[src/rtl/core/atl_pkg.sv]
package atl_pkg;

  // Inputs are prescaled by 2^PRESCALE before the CORDIC starts
  localparam int PRESCALE = 24;

  // Digit width of the serial CORDIC datapath
  localparam int DIGIT_W = 16;

  // Arctangent table: atan(2^-i) in centidegrees Q16, rounded
  localparam int TABLE_LEN  = 24;
  localparam int ITER_IDX_W = 5;
  localparam int ATAN_W     = 29;

  localparam logic [ATAN_W-1:0] ATAN_CDEG_Q16 [TABLE_LEN] = '{
    29'd294912000, 29'd174096719, 29'd91987925, 29'd46694507,
    29'd23437865,  29'd11730358,  29'd5866610,  29'd2933484,
    29'd1466764,   29'd733385,    29'd366693,   29'd183346,
    29'd91673,     29'd45837,     29'd22918,    29'd11459,
    29'd5730,      29'd2865,      29'd1432,     29'd716,
    29'd358,       29'd179,       29'd90,       29'd45
  };

  // Angle accumulator and target widths
  localparam int Z_W   = 31;
  localparam int TGT_W = 32;

  // +-180 degrees in centidegrees Q16
  localparam logic signed [TGT_W-1:0] LIMIT_Q16 = 32'sd1179648000;

  // Smoothing weight register
  localparam int              ALPHA_W     = 17;
  localparam logic [ALPHA_W-1:0] ALPHA_ONE   = 17'd65536;
  localparam logic [ALPHA_W-1:0] ALPHA_RESET = 17'd3277;

  // Kept angle and output widths
  localparam int KEPT_W = 32;
  localparam int TILT_W = 16;

  typedef struct packed {
    logic signed [15:0] accel_x;
    logic signed [15:0] accel_y;
  } atl_in_t;

  typedef struct packed {
    logic signed [TILT_W-1:0] tilt_x;
    logic signed [TILT_W-1:0] tilt_z;
  } atl_out_t;

  // Sequencer controls for one CORDIC lane
  typedef struct packed {
    logic                  load;
    logic                  step;
    logic                  first;
    logic                  last;
    logic                  fin;
    logic [ITER_IDX_W-1:0] iter;
  } atl_lane_ctl_t;

  // Sequencer controls for one smoothing unit
  typedef struct packed {
    logic diff;
    logic mul;
    logic upd;
  } atl_blend_ctl_t;

endpackage

[src/rtl/core/atl_cordic.sv]
module atl_cordic #(
  parameter int ONE_G_COUNTS = 4096,
  parameter int SAMPLE_WIDTH = 16,
  parameter int WORD_W       = 48
) (
  input  logic                                 clk_i,
  input  atl_pkg::atl_lane_ctl_t               ctl_i,
  input  logic                                 neg_i,
  input  logic signed [SAMPLE_WIDTH-1:0]       sample_i,
  output logic signed [atl_pkg::TGT_W-1:0]     target_o
);

  localparam int D  = atl_pkg::DIGIT_W;
  localparam int ZW = atl_pkg::Z_W;

  localparam logic [WORD_W-1:0] X_INIT = WORD_W'(ONE_G_COUNTS) << atl_pkg::PRESCALE;

  // Operand words shift right one digit a cycle while stepping; result words collect new digits
  logic [WORD_W-1:0] ox_q, ox_d, oy_q, oy_d;
  logic [WORD_W-1:0] rx_q, rx_d, ry_q, ry_d;
  logic              cx_q, cy_q;
  logic signed [ZW-1:0] z_q, z_d;
  logic signed [atl_pkg::TGT_W-1:0] tgt_q, tgt_d;

  logic          y_neg;
  logic [D-1:0]  dx_dig, dy_dig;
  logic          cin_x, cin_y;
  logic [D:0]    sum_x, sum_y;
  logic [ZW-1:0] tab_val;
  logic signed [atl_pkg::TGT_W-1:0] dbl, clamped;
  logic [WORD_W-1:0] y_init;

  assign y_init = WORD_W'(sample_i) << atl_pkg::PRESCALE;

  // Direction follows the sign of y, which arithmetic shifts keep in the top bit
  assign y_neg  = oy_q[WORD_W-1];
  assign dx_dig = oy_q[ctl_i.iter +: D];
  assign dy_dig = ox_q[ctl_i.iter +: D];
  assign cin_x  = ctl_i.first ? y_neg  : cx_q;
  assign cin_y  = ctl_i.first ? ~y_neg : cy_q;

  // Add or subtract one digit, carry kept for the next digit
  assign sum_x = {1'b0, ox_q[D-1:0]} + {1'b0, (y_neg ? ~dx_dig : dx_dig)} + (D+1)'(cin_x);
  assign sum_y = {1'b0, oy_q[D-1:0]} + {1'b0, (y_neg ? dy_dig : ~dy_dig)} + (D+1)'(cin_y);

  assign rx_d = {sum_x[D-1:0], rx_q[WORD_W-1:D]};
  assign ry_d = {sum_y[D-1:0], ry_q[WORD_W-1:D]};

  // Advance operands by one digit, or take the finished words on the last digit
  assign ox_d = ctl_i.last ? rx_d : {{D{ox_q[WORD_W-1]}}, ox_q[WORD_W-1:D]};
  assign oy_d = ctl_i.last ? ry_d : {{D{oy_q[WORD_W-1]}}, oy_q[WORD_W-1:D]};

  // Accumulate the angle once per iteration
  assign tab_val = ZW'(atl_pkg::ATAN_CDEG_Q16[ctl_i.iter]);
  assign z_d     = y_neg ? (z_q - $signed(tab_val)) : (z_q + $signed(tab_val));

  // Double, clamp to +-180 degrees, negate where asked
  assign dbl = {z_q, 1'b0};
  always_comb begin
    clamped = dbl;
    if (dbl > atl_pkg::LIMIT_Q16) begin
      clamped = atl_pkg::LIMIT_Q16;
    end else if (dbl < -atl_pkg::LIMIT_Q16) begin
      clamped = -atl_pkg::LIMIT_Q16;
    end
    tgt_d = neg_i ? -clamped : clamped;
  end

  always_ff @(posedge clk_i) begin
    if (ctl_i.load) begin
      ox_q <= X_INIT;
      oy_q <= y_init;
      z_q  <= '0;
    end else if (ctl_i.step) begin
      ox_q <= ox_d;
      oy_q <= oy_d;
      rx_q <= rx_d;
      ry_q <= ry_d;
      cx_q <= sum_x[D];
      cy_q <= sum_y[D];
      if (ctl_i.last) begin
        z_q <= z_d;
      end
    end
    if (ctl_i.fin) begin
      tgt_q <= tgt_d;
    end
  end

  assign target_o = tgt_q;

endmodule

[src/rtl/core/atl_blend.sv]
module atl_blend (
  input  logic                                 clk_i,
  input  logic                                 rst_ni,
  input  atl_pkg::atl_blend_ctl_t              ctl_i,
  input  logic signed [atl_pkg::TGT_W-1:0]     target_i,
  input  logic [atl_pkg::ALPHA_W-1:0]          alpha_i,
  output logic signed [atl_pkg::TILT_W-1:0]    tilt_o
);

  localparam int KW   = atl_pkg::KEPT_W;
  localparam int DW   = KW + 1;
  localparam int PW   = DW + atl_pkg::ALPHA_W + 1;

  logic signed [KW-1:0] kept_q;
  logic signed [DW-1:0] diff_q, diff_d;
  logic signed [PW-1:0] prod_q, prod_d;
  logic [atl_pkg::ALPHA_W-1:0] alpha_c;
  logic [atl_pkg::TILT_W-1:0]  hi;
  logic                        round_up;

  // Weights above one act as one
  assign alpha_c = alpha_i[atl_pkg::ALPHA_W-1] ? atl_pkg::ALPHA_ONE : alpha_i;

  assign diff_d = DW'(target_i) - DW'(kept_q);
  assign prod_d = PW'(diff_q) * PW'($signed({1'b0, alpha_c}));

  // Keep the smoothed angle; step by floor(diff * alpha / 2^16)
  always_ff @(posedge clk_i or negedge rst_ni) begin
    if (!rst_ni) begin
      kept_q <= '0;
    end else if (ctl_i.upd) begin
      kept_q <= kept_q + prod_q[KW+15:16];
    end
  end

  always_ff @(posedge clk_i) begin
    if (ctl_i.diff) begin
      diff_q <= diff_d;
    end
    if (ctl_i.mul) begin
      prod_q <= prod_d;
    end
  end

  // Convert to whole centidegrees, truncating toward zero
  assign hi       = kept_q[KW-1:16];
  assign round_up = kept_q[KW-1] & (|kept_q[15:0]);
  assign tilt_o   = hi + atl_pkg::TILT_W'(round_up);

endmodule

[src/rtl/core/accel_tilt_lowpass_core.sv]
// After input accept the digit-serial CORDIC lanes run ITERS iterations of
//   DIGITS digits (16 iterations of 3 by default), one 16-bit digit of each
//   word per cycle in S_CORDIC; then S_FIN, S_DIFF, S_MUL, S_UPD and S_OUT,
//   and a new item is accepted only after the result is loaded.
// Reset: both smoothed angles clear to zero and the weight returns to 3277.
module accel_tilt_lowpass_core #(
  parameter int ONE_G_COUNTS    = 4096,
  parameter int SAMPLE_WIDTH    = 16,
  parameter int ATAN_ITERATIONS = 16
) (
  input  logic                          clk_i,
  input  logic                          rst_ni,
  input  logic                          in_valid_i,
  output logic                          in_stall_o,
  input  atl_pkg::atl_in_t              in_data_i,
  output logic                          out_valid_o,
  input  logic                          out_stall_i,
  output atl_pkg::atl_out_t             out_data_o,
  input  logic                          cfg_valid_i,
  output logic                          cfg_ready_o,
  input  logic [atl_pkg::ALPHA_W-1:0]   cfg_data_i
);

  localparam int ITERS    = (ATAN_ITERATIONS > atl_pkg::TABLE_LEN) ?
                            atl_pkg::TABLE_LEN : ATAN_ITERATIONS;
  localparam int G_BITS   = $clog2(ONE_G_COUNTS + 1);
  localparam int MAG_BITS = ((SAMPLE_WIDTH - 1 > G_BITS) ? SAMPLE_WIDTH - 1 : G_BITS) +
                            atl_pkg::PRESCALE;
  localparam int WORD_MIN = (MAG_BITS + 3 > atl_pkg::PRESCALE + atl_pkg::DIGIT_W) ?
                            MAG_BITS + 3 : atl_pkg::PRESCALE + atl_pkg::DIGIT_W;
  localparam int DIGITS   = (WORD_MIN + atl_pkg::DIGIT_W - 1) / atl_pkg::DIGIT_W;
  localparam int WORD_W   = DIGITS * atl_pkg::DIGIT_W;
  localparam int DIG_W    = (DIGITS > 1) ? $clog2(DIGITS) : 1;
  localparam int IT_W     = (ITERS > 1) ? $clog2(ITERS) : 1;
  localparam int RAW_W    = (SAMPLE_WIDTH > 16) ? SAMPLE_WIDTH : 16;

  localparam logic [2:0] S_IDLE   = 3'd0;
  localparam logic [2:0] S_CORDIC = 3'd1;
  localparam logic [2:0] S_FIN    = 3'd2;
  localparam logic [2:0] S_DIFF   = 3'd3;
  localparam logic [2:0] S_MUL    = 3'd4;
  localparam logic [2:0] S_UPD    = 3'd5;
  localparam logic [2:0] S_OUT    = 3'd6;

  logic [2:0]       state_q, state_d;
  logic [DIG_W-1:0] dig_q, dig_d;
  logic [IT_W-1:0]  itr_q, itr_d;
  logic [atl_pkg::ALPHA_W-1:0] alpha_q;
  logic             out_valid_q, out_valid_d;
  atl_pkg::atl_out_t out_q;

  logic in_take, out_load, dig_last, itr_last;
  logic [RAW_W-1:0] raw_x, raw_y;
  logic signed [SAMPLE_WIDTH-1:0] smp_x, smp_y;
  logic signed [atl_pkg::TGT_W-1:0] tgt_x, tgt_z;
  logic signed [atl_pkg::TILT_W-1:0] tilt_x, tilt_z;

  atl_pkg::atl_lane_ctl_t  lane_ctl;
  atl_pkg::atl_blend_ctl_t blend_ctl;

  // Take the low sample bits of each field as two's complement
  assign raw_x = RAW_W'($unsigned(in_data_i.accel_x));
  assign raw_y = RAW_W'($unsigned(in_data_i.accel_y));
  assign smp_x = $signed(raw_x[SAMPLE_WIDTH-1:0]);
  assign smp_y = $signed(raw_y[SAMPLE_WIDTH-1:0]);

  assign in_stall_o = (state_q != S_IDLE);
  assign in_take    = in_valid_i && (state_q == S_IDLE);
  assign dig_last   = (dig_q == DIG_W'(DIGITS - 1));
  assign itr_last   = (itr_q == IT_W'(ITERS - 1));
  assign out_load   = (state_q == S_OUT) && (!out_valid_q || !out_stall_i);

  // Drive the lanes and smoothing units from the sequencer
  always_comb begin
    lane_ctl.load  = in_take;
    lane_ctl.step  = (state_q == S_CORDIC);
    lane_ctl.first = (dig_q == '0);
    lane_ctl.last  = dig_last;
    lane_ctl.fin   = (state_q == S_FIN);
    lane_ctl.iter  = atl_pkg::ITER_IDX_W'(itr_q);
    blend_ctl.diff = (state_q == S_DIFF);
    blend_ctl.mul  = (state_q == S_MUL);
    blend_ctl.upd  = (state_q == S_UPD);
  end

  // Sequence digits within iterations, then the smoothing steps
  always_comb begin
    state_d = state_q;
    dig_d   = dig_q;
    itr_d   = itr_q;
    case (state_q)
      S_IDLE: begin
        if (in_valid_i) begin
          state_d = S_CORDIC;
          dig_d   = '0;
          itr_d   = '0;
        end
      end
      S_CORDIC: begin
        if (dig_last) begin
          dig_d = '0;
          if (itr_last) begin
            state_d = S_FIN;
          end else begin
            itr_d = itr_q + 1'b1;
          end
        end else begin
          dig_d = dig_q + 1'b1;
        end
      end
      S_FIN:  state_d = S_DIFF;
      S_DIFF: state_d = S_MUL;
      S_MUL:  state_d = S_UPD;
      S_UPD:  state_d = S_OUT;
      S_OUT: begin
        if (out_load) begin
          state_d = S_IDLE;
        end
      end
      default: state_d = S_IDLE;
    endcase
  end

  // Hold the result item until taken
  always_comb begin
    out_valid_d = out_valid_q;
    if (out_load) begin
      out_valid_d = 1'b1;
    end else if (!out_stall_i) begin
      out_valid_d = 1'b0;
    end
  end

  always_ff @(posedge clk_i or negedge rst_ni) begin
    if (!rst_ni) begin
      state_q     <= S_IDLE;
      dig_q       <= '0;
      itr_q       <= '0;
      out_valid_q <= 1'b0;
      alpha_q     <= atl_pkg::ALPHA_RESET;
    end else begin
      state_q     <= state_d;
      dig_q       <= dig_d;
      itr_q       <= itr_d;
      out_valid_q <= out_valid_d;
      if (cfg_valid_i && cfg_ready_o) begin
        alpha_q <= cfg_data_i;
      end
    end
  end

  always_ff @(posedge clk_i) begin
    if (out_load) begin
      out_q.tilt_x <= tilt_x;
      out_q.tilt_z <= tilt_z;
    end
  end

  assign cfg_ready_o = 1'b1;
  assign out_valid_o = out_valid_q;
  assign out_data_o  = out_q;

  // First axis lane and smoothing
  atl_cordic #(
    .ONE_G_COUNTS (ONE_G_COUNTS),
    .SAMPLE_WIDTH (SAMPLE_WIDTH),
    .WORD_W       (WORD_W)
  ) u_lane_x (
    .clk_i    (clk_i),
    .ctl_i    (lane_ctl),
    .neg_i    (1'b0),
    .sample_i (smp_x),
    .target_o (tgt_x)
  );

  atl_blend u_blend_x (
    .clk_i    (clk_i),
    .rst_ni   (rst_ni),
    .ctl_i    (blend_ctl),
    .target_i (tgt_x),
    .alpha_i  (alpha_q),
    .tilt_o   (tilt_x)
  );

  // Second axis lane, negated, and smoothing
  atl_cordic #(
    .ONE_G_COUNTS (ONE_G_COUNTS),
    .SAMPLE_WIDTH (SAMPLE_WIDTH),
    .WORD_W       (WORD_W)
  ) u_lane_z (
    .clk_i    (clk_i),
    .ctl_i    (lane_ctl),
    .neg_i    (1'b1),
    .sample_i (smp_y),
    .target_o (tgt_z)
  );

  atl_blend u_blend_z (
    .clk_i    (clk_i),
    .rst_ni   (rst_ni),
    .ctl_i    (blend_ctl),
    .target_i (tgt_z),
    .alpha_i  (alpha_q),
    .tilt_o   (tilt_z)
  );

endmodule

[config.mk]
export PLATFORM = sky130hd
export DESIGN_NAME = accel_tilt_lowpass_core
export DESIGN_NICKNAME = d
export VERILOG_FILES = /design/src/rtl/core/atl_pkg.sv /design/src/rtl/core/atl_cordic.sv /design/src/rtl/core/atl_blend.sv /design/src/rtl/core/accel_tilt_lowpass_core.sv
export SDC_FILE = /design/constraint.sdc
export NUM_CORES = 2
export LEC_CHECK = 0
export BUFFER_PORTS_ARGS = -buffer_cell sky130_fd_sc_hd__buf_2
export CAP_MARGIN = 20
export CORE_MARGIN = 8
export CORE_UTILIZATION = 65
export CTS_CLUSTER_SIZE = 10
export DETAILED_ROUTE_END_ITERATION = 8
export GPL_ROUTABILITY_DRIVEN = 0
export PLACE_DENSITY = 0.92
export SYNTH_ARGS = -nofsm -noshare
export SYNTH_HDL_FRONTEND = slang
export SYNTH_SLANG_ARGS = --single-unit
export TNS_END_PERCENT = 100
[constraint.sdc]
create_clock -name clk_i -period 8.6 [get_ports clk_i]
set_clock_uncertainty 0.2 [all_clocks]
set_input_delay 1.72 -clock clk_i [delete_from_list [all_inputs] [get_ports clk_i]]
set_output_delay 1.72 -clock clk_i [all_outputs]
set_load 0.05 [all_outputs]
==> summary.md <==
| Metric | Value |
|---|---|
| # hold bufs at CTS | 0 |
| Wire per inst | roughly 21 µm |
| Crit path arrival time | 8.58 ns |
| Unrepaired setup endpoints after global routing | false |
| Initial DRC Count | approximately 8,000 |
| EDFF count, synth | slightly above 400 |
| Root Driver | clkbuf_16 |
| Clock-pin slew on the worst setup and hold paths | ~0.06 ns |
| Vias in the first global route | between 60,000 and 70,000 |
| H-tree Lvls | 3 |
| Die area | around 130,000 µm² |
| Die extent in y | 367 µm |
| Final Util | 0.693 |
| Synth Area in Compound Gates | 0.107 |
| Worst-case clock buffer depth | 3 |
| Final net count | 10,200 |
| GRT Residual Overflow | 0 |
| Commonest non-fill, non-tap cell in the layout | inv_1 |
| Synth Area in XOR/XNOR | 0.0469 |
| Ys async rst share | 0.130 |
| Area grow syn2layout | 5.58% |
| Largest family of logic cells by synthesized area | adder cells |
| Measured slew at the worst slew-check pin | 1.24 ns |
| Min Tclk post-route | between 8 and 9 ns |
| Syn Std Cell Area | 80,000 µm² |
| Slew Limit Headroom | 0.173 |
| Seq cells post-synth | about 700 |
| Multi-input logic area | ~55,000 µm² |
| Ys Warns | 0 |
| Max Freq | between 100 and 150 MHz |
| # port buffers | 87 |
| Final HPWL DP | approximately 160 mm |
| Max-cap violations | 0 |
| Post-Synth Adder-Cell Area | 0.336 |
| Tcrit/Tclk final | 0.970 |
| Routed Antenna Nets | 0 |
| DRT Pass-1 Iters | 9 |
| Layout cell share with drive strength beyond 1 | 0.0530 |
| Mapped Cells | just under 9,000 |
| Failing checks | design-rule violations |
| Fillers | just under 8,000 |
| # rows | approximately 130 |
| Final setup viols | 0 |
| Hold Fails Final Rpt | 0 |
| Register Area | around 19,000 µm² |
| Seq/Total Area, Yosys | 0.232 |
| Final setup TNS | 0 ns |
| CP Class | register to register |
| Most frequent cells in the layout | inv_1 (1,401), nand2_1 (1,115), fa_1 (1,042), and2_1 (677), ha_1 (480) |
| Critical Path Source Type | register |
| Die Width | between 300 and 400 µm |
| Final Max Slew Viols | 0 |
| Largest net degree at the start of global routing | 84 |
| Via density | between 6 and 7 |
| Total GRT Usage | 0.322 |
| Syn nets | 10,300 |
| DRC errors left | 1 |
| Multiplexer share of the synthesized area | 0.0316 |
| Routed wire length | approximately 220 mm |
| Worst Setup End Kind | register |
| Synthesized area per cell | 9.15 µm² |
| Library cells used by synthesis | 94 |
| Clk sinks | 701 |
| Core box area | between 100,000 and 150,000 µm² |
| Min-Delay Path Class | register to register |
| Initial antenna violation count | 7 |
| First-pass GRT wire length | 355 mm |
| Status | finished with violations |
| Initial Util | 0.656 |
| CTS tree | yes |
| CTS buffer count | 84 |
| Post-synthesis simple-gate area fraction | 0.161 |
| Required time of the worst setup path | 8.84 ns |
| Vias | 64,700 |
| IO Count | 89 |
| Prevailing post-synth register cell | edfxtp_1 |
| Crit-path max FO | 24 |
| Worst skew pair latency | 0.70 ns |
worst paths after layout:
| kind | start | to | slack [ns] | cells after the start |
|---|---|---|---|---|
| setup / recovery | alpha_q[16]$_DFFE_PN0P_ | u_blend_x.prod_q[40]$_DFFE_PP_ | 0.26 | 24 |
| hold / removal | u_lane_x.rx_q[20]$_DFFE_PP_ | u_lane_x.ox_q[4]$_SDFFE_PP0P_ | 0.22 | 2 |
| setup reg to reg | alpha_q[16]$_DFFE_PN0P_ | u_blend_x.prod_q[40]$_DFFE_PP_ | 0.26 | 24 |
| hold reg to reg | u_lane_x.rx_q[20]$_DFFE_PP_ | u_lane_x.ox_q[4]$_SDFFE_PP0P_ | 0.22 | 2 |
| max in group asynchronous | rst_ni | alpha_q[16]$_DFFE_PN0P_ | 5.98 | 2 |
| min in group asynchronous | rst_ni | u_blend_z.kept_q[30]$_DFFE_PN0N_ | 0.86 | 1 |
metrics by stage:
stage	worst slack [ns]	area, µm²	cells	hold WS, ns
final	0.262	84400	10300	0.217
after global routing	0.0350	84400	10300	0.251
after floorplan	1.17	80000	8738	0.218
after detailed placement	0.163	81700	10100	0.234
after CTS	0.113	84400	10300	0.214
after global placement	0.544	81700	10100	0.222
logic make-up (layout without fill, tap and decap cells):
logic type	Yosys count	in the layout
AND/OR/NAND/NOR	2693	2696
buffers and inverters	1817	1730
adder cells (fa/ha/maj)	1522	1522
AO/OA/AOI/OAI	1383	1383
flip-flops	701	701
XOR/XNOR	428	428
multiplexers	193	193
other	1	4
critical path, cell delays in order, from the launching register on:
cell and delay [ns]:
dfrtp_4 0.71, nor2b_4 0.63, buf_4 0.45, nand2_1 0.16, fa_1 0.60, inv_1 0.06
fa_1 0.56, fa_1 0.44, fa_1 0.47, fa_1 0.54, inv_1 0.07, fa_1 0.53
inv_1 0.06, ha_1 0.33, a21o_1 0.19, a21o_1 0.18, a21o_1 0.20, a21o_1 0.18
a21o_1 0.18, a21o_1 0.22, a21o_1 0.20, a221o_1 0.30, a21oi_1 0.21, nand2_1 0.10
xor2_1 0.27
repair_timing:
| item | CTS | global route |
|---|---|---|
| resized for setup | 0 | 3 |
| buffers inserted | 0 | 0 |
| setup endpoints to repair | 0 | 15 |
flip-flops by register name, indices dropped and copies added, names as in the netlist, 33 cells and up:
name / count
u_lane_z.ox_q: 48
u_blend_x.diff_q: 33
u_lane_z.oy_q: 48
u_blend_z.diff_q: 33
u_lane_x.oy_q: 48
u_lane_x.ox_q: 48
per-layer routing:
metal | vias up | track usage | wire [µm] | part of all wire
li1 | 27700 | - | - | -
met1 | 31200 | 0.384 | 74300 | 0.34
met2 | 4559 | 0.540 | 105000 | 0.48
met3 | 1211 | 0.0842 | 27400 | 0.12
met4 | 4 | 0.163 | 13900 | 0.063
met5 | - | 0 | 21 | 0.000095
cells in the mapped netlist (9+ instances only):
master    number  area share
or2_2         21      0.0016
or3_1         26      0.0020
clkbuf_1     370       0.017
a41oi_1       11      0.0012
dfrtp_1       84       0.026
nor3_1       104      0.0065
a221o_1       33      0.0041
nand3_1       77      0.0048
nand2b_1      42      0.0033
xor2_1       145       0.016
o211ai_1      16      0.0015
buf_1         34      0.0016
nand2_1     1116       0.052
a21oi_1      462       0.029
mux2i_1      106       0.013
xnor2_1      283       0.031
o21ai_0      365       0.023
fa_1        1042        0.26
a31oi_1       32      0.0025
inv_1       1405       0.066
o21a_1        53      0.0050
mux4_2        43       0.012
a211oi_1      49      0.0046
nor2b_1       93      0.0073
a21boi_0      12      0.0011
o31a_1         9     0.00099
o22ai_1        9     0.00070
a21o_1       128       0.012
nor2_1       411       0.019
a22o_1        12      0.0013
dfxtp_1      206       0.052
o31ai_1       24      0.0023
edfxtp_1     404        0.15
a22oi_1       42      0.0039
and2_1       678       0.053
mux2_2        44      0.0062
a211o_1       13      0.0014
and3_1        39      0.0031
o21bai_1      32      0.0030
nand4_1       23      0.0018
ha_1         480       0.075
nor4_1        24      0.0019
cell type report:
cell class                 instances  share of cell area
tap                             1625              0.0241
timing repair buffer             168              0.0125
inverter                        1405              0.0625
clock buffer                     142              0.0281
multi-input combinational       6223               0.650
clock inverter                    15             0.00332
antenna                            3           0.0000889
sequential                       701               0.220
Power is left out: the tool's default activity adds up to more than one toggle a clock period on the data nets, which glitch-free logic cannot reach.
